$ cat src/rtl/psr_pkg.sv
`timescale 1ns / 1ps
`default_nettype none
// ----------------------------------------------------------------------------
// psr_pkg
// Shared constants and types of the protected save RAM.
// ----------------------------------------------------------------------------
package psr_pkg;

    localparam int unsigned MEM_DEPTH_DEF = 32768;
    localparam int unsigned ADDR_W        = 15;
    localparam int unsigned DATA_W        = 8;

    localparam logic KIND_READ  = 1'b0;
    localparam logic KIND_WRITE = 1'b1;

    localparam logic [ADDR_W-1:0] CMD_ADDR_A = 15'h5555;
    localparam logic [ADDR_W-1:0] CMD_ADDR_B = 15'h2AAA;

    localparam logic [DATA_W-1:0] CMD_UNLOCK_1 = 8'hAA;
    localparam logic [DATA_W-1:0] CMD_UNLOCK_2 = 8'h55;
    localparam logic [DATA_W-1:0] CMD_PROT_ON  = 8'hA0;
    localparam logic [DATA_W-1:0] CMD_ERASE    = 8'h80;
    localparam logic [DATA_W-1:0] CMD_PROT_OFF = 8'h20;
    localparam logic [DATA_W-1:0] ERASED_BYTE  = 8'hFF;

    typedef struct packed {
        logic swallow;
        logic prot_now;
        logic prot_next;
    } t_seq_stat;

endpackage
`default_nettype wire

$ cat src/rtl/psr_seq.sv
`timescale 1ns / 1ps
`default_nettype none
// ----------------------------------------------------------------------------
// psr_seq
// Command sequence matcher and write-protect flag.
// ----------------------------------------------------------------------------
module psr_seq
    import psr_pkg::*;
(
    input  wire logic              i_clk,
    input  wire logic              i_rst_n,
    input  wire logic              i_wr_en,
    input  wire logic [ADDR_W-1:0] i_address,
    input  wire logic [DATA_W-1:0] i_write_data,
    output t_seq_stat              o_stat
);

    localparam logic [2:0] ST_IDLE  = 3'd0;
    localparam logic [2:0] ST_KEY1  = 3'd1;
    localparam logic [2:0] ST_KEY2  = 3'd2;
    localparam logic [2:0] ST_ERASE = 3'd3;
    localparam logic [2:0] ST_KEY4  = 3'd4;
    localparam logic [2:0] ST_KEY5  = 3'd5;

    logic [2:0] r_step, n_step;
    logic       r_prot, n_prot;
    logic       w_hit;
    logic       hit_a, hit_b;

    assign hit_a = (i_address == CMD_ADDR_A);
    assign hit_b = (i_address == CMD_ADDR_B);

    always_comb begin
        n_step = ST_IDLE;
        n_prot = r_prot;
        w_hit  = 1'b0;
        case (r_step)
            ST_IDLE, ST_ERASE: begin
                if (hit_a && i_write_data == CMD_UNLOCK_1) begin
                    w_hit  = 1'b1;
                    n_step = r_step + 3'd1;
                end
            end
            ST_KEY1, ST_KEY4: begin
                if (hit_b && i_write_data == CMD_UNLOCK_2) begin
                    w_hit  = 1'b1;
                    n_step = r_step + 3'd1;
                end
            end
            ST_KEY2: begin
                if (hit_a && i_write_data == CMD_PROT_ON) begin
                    w_hit  = 1'b1;
                    n_prot = 1'b1;
                end else if (hit_a && i_write_data == CMD_ERASE) begin
                    w_hit  = 1'b1;
                    n_step = ST_ERASE;
                end
            end
            ST_KEY5: begin
                if (hit_a && i_write_data == CMD_PROT_OFF) begin
                    w_hit  = 1'b1;
                    n_prot = 1'b0;
                end
            end
            default: begin
                w_hit = 1'b0;
            end
        endcase
    end

    always_ff @(posedge i_clk) begin
        if (!i_rst_n) begin
            r_step <= ST_IDLE;
            r_prot <= 1'b0;
        end else if (i_wr_en) begin
            r_step <= n_step;
            r_prot <= n_prot;
        end
    end

    assign o_stat.swallow   = w_hit;
    assign o_stat.prot_now  = r_prot;
    assign o_stat.prot_next = i_wr_en ? n_prot : r_prot;

endmodule
`default_nettype wire

$ cat config.mk
export PLATFORM = sky130hd
export DESIGN_NAME = psr_seq
export DESIGN_NICKNAME = d
export VERILOG_FILES = /design/src/rtl/psr_pkg.sv /design/src/rtl/psr_seq.sv
export SDC_FILE = /design/constraint.sdc
export NUM_CORES = 1
export LEC_CHECK = 0
export BUFFER_PORTS_ARGS = -buffer_cell sky130_fd_sc_hd__buf_2
export CORE_UTILIZATION = 35
export DETAILED_ROUTE_END_ITERATION = 8
export HOLD_SLACK_MARGIN = 0.05
export PLACE_DENSITY = 0.64
export SETUP_SLACK_MARGIN = 0.15
export SLEW_MARGIN = 0
export SYNTH_ARGS = -nofsm -noshare
export SYNTH_HDL_FRONTEND = slang
export SYNTH_SLANG_ARGS = --single-unit
$ cat constraint.sdc
create_clock -name i_clk -period 1.9 [get_ports i_clk]
set_input_delay 0.19 -clock i_clk [delete_from_list [all_inputs] [get_ports i_clk]]
set_output_delay 0.19 -clock i_clk [all_outputs]
set_load 0.02 [all_outputs]
==> results_dict.tcl, run 1 <==
set metrics [dict create \
    via_per_inst 5.47 \
    crit_fanout 4 \
    grt_pass1_wl_um 2250 \
    synthCells 71 \
    slew_violations 0 \
    numCtsBuffers 3 \
    rsz0062_at_grt "true" \
    htree_num_levels 1 \
    fill_cells 119 \
    core-area_mm2 0.00135 \
    cts_tree "done" \
    grt_overflow 0 \
    synth-seq-cells 4 \
    syn_area_per_cell_um2 7.42 \
    ys_seq_area_share_pct 15.2 \
    max_slew_margin_pct 80.3 \
    status "finished, final reports clean" \
    p_per_area_mw_per_mm2 290 \
    worst_pin_slew_ps 293 \
    syn_area_um2 527 \
    min_path_type "input port to flip-flop" \
    dp_slack_ps 87.5 \
    share_seq_of_total_power_pct 33.5 \
    start_util_pct 39.0 \
    crit_path_end_kind "primary output" \
    clockBufferDepth 2 \
    wl_per_cell_um 13.1 \
    io_pins 29 \
    syn2layout_area_growth_pct 59.6 \
    grt_max_degree 7 \
    worstPathArrival_ps 1640 \
    via_count 662 \
    gp_congestion 0.710 \
    dieWidth_um 40.8 \
    drc 0 \
    cap_violations 0 \
    finalSetupViolCount 0 \
    fp.dieArea_mm2 0.00166 \
    finalHoldViolCount 0 \
    p_leak_uw 0.000347 \
    dpl.hpwl_um 1240 \
    fin_crit_sh_pct 96.5 \
    synthAdderAreaFrac_pct 11.9 \
    cts.clk_slew.worst_paths_ps 40 \
    final_cell_mix "buf_2 (26), nand2_1 (9), buf_4 (7)" \
    num_rows 13 \
    final_common_cell "buf_2" \
    fin_hold_ws_ps 180 \
    drive_gt1_share_pct 49.1 \
    grt.total_usage_pct 20.8 \
    yosys.area_share.simple_pct 48.2 \
    slowest_delay_ps 500 \
    antenna_found_initial 0 \
    p_clk_share_pct 43.3 \
    die_h_um 40.8 \
    fin_nets 139 \
    crit_type "flip-flop to primary output" \
    worstSkewPairLatency_ps 240 \
    fin_ws_ps 67.1 \
    yosysWarnings 0 \
    p_int_uw 183 \
    post-route-min-period_ps 1830 \
    combPwrFrac_pct 23.3 \
    root_buffer "clkbuf_4" \
    postCtsHoldBufs 0 \
    synth_compound_area_share_pct 16.4 \
    clock-sinks 4 \
    ir_worst_vdd_v 0.000466 \
    p_sw_share_pct 24.7 \
    drt-total-wl_um 1590 \
    io_buffers 28 \
    skew_ps 2.56 \
    synthXorXnorAreaFrac_pct 0 \
    drt-initial-drc-count 7 \
    crit_slowest_cell "or4_4" \
    ys_types 34 \
    syn-num-nets 102 \
    grt_pass1_vias 572 \
    fmax_ghz 0.546 \
    diodes 0 \
    cp_cell_sequence "inv_4 > ha_4 > nand4_1 > or4_4 > o21ai_2 > buf_6" \
    power.switching_uw 60.2 \
    synthMuxAreaShare_pct 1.90 \
    startpoint_type "flip-flop" \
    antenna_left 0 \
    dr.pass1.iters 4 \
    cp_data_required_time_ps 1710 \
    synth_top_family_by_area "simple AND/OR/NAND/NOR gates" \
]
-- per-layer routing --
metal  GRT usage (%)  wire length, um
met5               0                0
met4            5.00                0
met2            37.5              825
met1            24.1              686
met3            4.89               77
-- state kept, by name (all words and copies together), names as in the netlist --
signal  flops
r_step      3
r_prot      1
-- critical path: cells and delay by family, from the launching register on --
kind / cells / cell delay (ps)
adders and majority gates: 1 / 130
AOI/OAI and AO/OA: 1 / 90
buffers and inverters: 2 / 210
DFF: 1 / 360
and+or+nand+nor: 2 / 620
-- synth_stat cells, drive strengths merged --
| cell | number | area share, % |
|---|---|---|
| inv | 4 | 2.8 |
| mux2i | 1 | 1.9 |
| or4bb | 1 | 2.1 |
| o21bai | 1 | 1.4 |
| dfxtp | 4 | 15 |
| a2bb2oi | 1 | 1.7 |
| buf | 2 | 2.8 |
| nand2b | 1 | 1.2 |
| and2b | 1 | 1.4 |
| nand4b | 1 | 1.7 |
| o211ai | 1 | 1.4 |
| nor4bb | 2 | 3.8 |
| or4 | 1 | 1.4 |
| nor4 | 2 | 2.4 |
| ha | 5 | 12 |
| nor4b | 1 | 1.7 |
| nor3 | 2 | 1.9 |
| or3 | 1 | 1.2 |
| clkbuf | 1 | 0.71 |
| and2 | 1 | 1.2 |
| a21boi | 2 | 2.9 |
| or3b | 1 | 2.1 |
| nand4 | 3 | 3.6 |
| nor2 | 5 | 3.6 |
| nand3 | 3 | 2.8 |
| and4bb | 3 | 7.1 |
| a22oi | 1 | 1.4 |
| nor2b | 1 | 1.2 |
| a21oi | 4 | 3.8 |
| nand2 | 9 | 6.4 |
| o21ai | 4 | 3.8 |
| nor3b | 1 | 1.4 |
-- final timing paths --
path	startpoint	to	slack, ps	cells after the start
worst min register to register	r_step[0]	r_step[0]	550	2
worst min-delay path	i_rst_n	r_prot	180	2
worst max-delay path	r_step[0]	o_stat[0]	70	6
worst max register to register	r_step[1]	r_step[0]	300	8
-- power groups by stage --
stage / clock network [uW] / logic, uW / registers [uW]
finish: 105 / 56.7 / 81.6
global route: 117 / 61.9 / 81.4
floorplan: 0 / 16.7 / 85.7
detailed placement: 0 / 53.6 / 85.7
CTS: 113 / 55.5 / 84.3
global placement: 0 / 52.2 / 85.7
-- layout make-up --
type | count | area, um^2 | area share (%)
Multi-Input combinational cell | 60 | 487 | 57.9
Clock buffer | 3 | 22.5 | 2.68
Inverter | 4 | 20.0 | 2.38
Sequential cell | 4 | 87.6 | 10.4
Timing Repair Buffer | 35 | 205 | 24.4
Tap cell | 15 | 18.8 | 2.23
-- cell families after synthesis --
group,after synthesis
AND/OR/NAND/NOR,40
AO/OA/AOI/OAI,14
buffers and inverters,7
adder cells (fa/ha/maj),5
flip-flops,4
multiplexers,1
-- metrics by stage --
stage / setup TNS (ps) / cells / util, % / instance area (um^2) / total power (uW)
floorplan: 0 / 71 / - / 527 / 102
global placement: 0 / 115 / 51.6 / 697 / 138
detailed placement: 0 / 115 / 51.6 / 697 / 139
CTS: 0 / 121 / 59.5 / 803 / 253
global route: -14.6 / 121 / 62.3 / 841 / 261
finish: 0 / 121 / 62.3 / 841 / 244
-- what timing repair did --
action                     4_1_cts  5_1_grt
resized for setup               17       10
pin swaps                        5        4
setup endpoints to repair        2        2
setup buffers                    3        0
(Power assumes the default switching activity.)
==> run 2, diff against run 1 <==
ABC_AREA = 1   (was unset)
PLACE_DENSITY = 0.6   (was 0.64)
==> run 2 against run 1 <==
  * Critical endpoint is now o_stat[2]
  * Synthesized cell count up 100%
  * Combinational power up 38%
  * Core utilization down 8.7 points
  * Hold slack better by 45 ps
  * Register-to-register slack better by 110 ps
  * Largest cell class unchanged
==> results_dict.tcl, run 2 <==
set metrics [dict create \
    r2r_cells 13 \
    dieWidth_um 47.7 \
    finalSetupViolCount 0 \
    io_buffers 28 \
    drive_gt1_share_pct 34.1 \
    fin_cells 203 \
    synth_async_sr_flop_share_pct 0 \
    place_inst 195 \
    post-route-min-period_ps 1880 \
    grt_pass1_vias 793 \
    antenna_found_initial 0 \
    grt_pass1_wl_um 2870 \
    crit_slowest_cell "dfxtp_4" \
    p_per_area_mw_per_mm2 252 \
    rsz0062_at_grt "true" \
    fin_crit_sh_pct 98.9 \
    fill_cells 230 \
    via_count 916 \
    largest_reg_flops 3 \
    synth_area_leaders "nand2_1 (28%), inv_1 (13%), dfxtp_1 (11%), nor2_1 (9.8%), ha_1 (8.6%)" \
    diodes 0 \
    die_h_um 47.7 \
    root_buffer "clkbuf_4" \
    crit_path_end_kind "primary output" \
    placed_area_um2 888 \
    grt.total_usage_pct 17.5 \
    cts.clk_slew.worst_paths_ps 40 \
    skew_ps 3.23 \
    yosysWarnings 0 \
    syn2layout_area_growth_pct 44.1 \
    syn_area_per_cell_um2 5.14 \
    slowest_delay_ps 360 \
    wl_per_cell_um 9.38 \
    r2r_end "r_step[1]" \
    syn_area_um2 729 \
    fmax_ghz 0.532 \
    ys_types 21 \
    clock-sinks 4 \
    regToRegSetupSlack_ps 410 \
    syn-num-nets 173 \
    startpoint_type "flip-flop" \
    synth_edf_count 0 \
    status "finished, final reports clean" \
    crit_fanout 5 \
    final_cell_area_mm2 0.00105 \
    min_to "r_step[0]" \
    antenna_left 0 \
    final_common_cell "nand2_1" \
    htree_num_levels 1 \
    finalHoldViolCount 0 \
    synth.top_cell.area_share_pct 27.8 \
    max_slew_margin_pct 80.9 \
    combPwrFrac_pct 29.6 \
    numCtsBuffers 3 \
    dpl.hpwl_um 1480 \
    fin_hold_ws_ps 225 \
    grt_overflow 0 \
    worstHoldStart "i_rst_n" \
    clockBufferDepth 2 \
    synth_ff_type "dfxtp_1" \
    final_cell_mix "nand2_1 (54), buf_2 (26), inv_1 (23)" \
    p_sw_share_pct 30.6 \
    regArea_um2 87.6 \
    holdPathStages 3 \
    gp_congestion 0.831 \
    synth_area_leader_cell "nand2_1" \
    power.switching_uw 81.0 \
    worstSkewPairLatency_ps 240 \
    drc 0 \
    num_rows 16 \
    cp_data_required_time_ps 1710 \
    dr.pass1.iters 4 \
    post-synth-top-count-cell "nand2_1" \
    drt-total-wl_um 1910 \
    crit_type "flip-flop to primary output" \
    via_per_inst 4.51 \
    slew_violations 0 \
    drt-initial-drc-count 11 \
    start_util_pct 37.2 \
    p_leak_uw 0.000548 \
    synth-seq-cells 4 \
    worstPathArrival_ps 1690 \
    cap_violations 0 \
    r2r-start "r_step[0]" \
    worst_pin_slew_ps 285 \
    p_clk_share_pct 39.6 \
    ir_worst_vdd_v 0.000250 \
    grt_max_degree 6 \
    multiInputGateArea_um2 617 \
    top_regs "r_step: 3 flops, r_prot: 1 flops" \
    io_pins 29 \
    p_int_uw 184 \
    min_path_type "input port to flip-flop" \
    fin_nets 209 \
    fp.dieArea_mm2 0.00227 \
    fin_ws_ps 21.2 \
    top_register "r_step" \
    cp_cell_sequence "inv_2 > ha_4 > nand2_1 > nor4_2 > nand2_1 > nand3_1 > nor2_1 > nor2_1 > buf_4" \
    final_util_pct 53.6 \
    dp_slack_ps 150 \
    synth_common_cells "nand2_1 (54), inv_1 (25), nor2_1 (19)" \
    synthCells 142 \
    cts_tree "done" \
    ys_seq_area_share_pct 11.0 \
    core-area_mm2 0.00196 \
    share_seq_of_total_power_pct 30.8 \
]
==> run 2: changes by cell type after synthesis, moves of 2 or more <==
cell	previous run	this run
and4bb_1	3	0
inv_1	4	25
inv_2	0	2
nand2_1	9	54
nand2_2	0	5
nand3_1	3	6
nor2_1	5	19
nor2_2	0	2
nor4bb_1	2	0
==> run 2: metal layers <==
layer	track usage, %	vias up	wire (um)
met5	0	-	0
met4	3.33	0	15
met3	4.91	2	103
met2	29.3	31	894
met1	22.5	381	891
li1	-	502	-
==> run 2: worst max-delay path by stage <==
stage          slack, ps        end      start
2_1_floorplan        380  o_stat[2]  r_step[0]
3_3_place_gp         170  o_stat[2]  r_step[0]
3_5_place_dp         150  o_stat[2]  r_step[0]
4_1_cts              -40  o_stat[2]  r_step[0]
5_1_grt              -80  o_stat[2]  r_step[1]
6_report              20  o_stat[2]  r_step[1]
==> run 2: cell type report <==
class                           instances  share of cell area [%]
Clock buffer                            3                    2.14
Inverter                               27                    9.88
Tap cell                               27                    3.21
Sequential cell                         4                    8.33
Timing Repair Buffer                   33                    17.7
Multi-Input combinational cell        109                    58.7
==> run 2: per-stage QoR <==
stage | power, uW | TNS, ps
2_1_floorplan | 120 | 0
3_3_place_gp | 158 | 0
3_5_place_dp | 160 | 0
4_1_cts | 266 | -48.3
5_1_grt | 291 | -119
6_report | 265 | 0
==> run 2: kinds of logic after synthesis <==
group           Yosys count  synth area share (%)
simple gates             96                  58.7
buf+inv                  29                  16.0
compound gates            8                  5.83
fa+ha+maj                 5                  8.58
flops                     4                  11.0
==> run 2: critical path, delay by kind of cell (launching register included) <==
family | cells | cell delay [ps]
AND/OR/NAND/NOR | 6 | 680
buffers and inverters | 2 | 270
flip-flops | 1 | 360
adder cells (fa/ha/maj) | 1 | 140
==> run 2: power by group through the flow <==
| stage | sequential, uW | clock, uW | combinational (uW) |
|---|---|---|---|
| 5_1_grt | 81.4 | 120 | 89.6 |
| 4_1_cts | 81.6 | 109 | 75.2 |
| 6_report | 81.6 | 105 | 78.5 |
| 3_3_place_gp | 85.7 | 0 | 72.4 |
| 3_5_place_dp | 85.7 | 0 | 74.6 |
| 2_1_floorplan | 85.7 | 0 | 34.7 |
==> run 2: what timing repair did <==
action / 4_1_cts / 5_1_grt
setup buffers: 5 / 0
pin swaps: 7 / 9
gates resized for setup: 10 / 16
hold buffers: 0 / 0
endpoints found under the setup margin: 2 / 2
hold endpoints to repair: 0 / 0
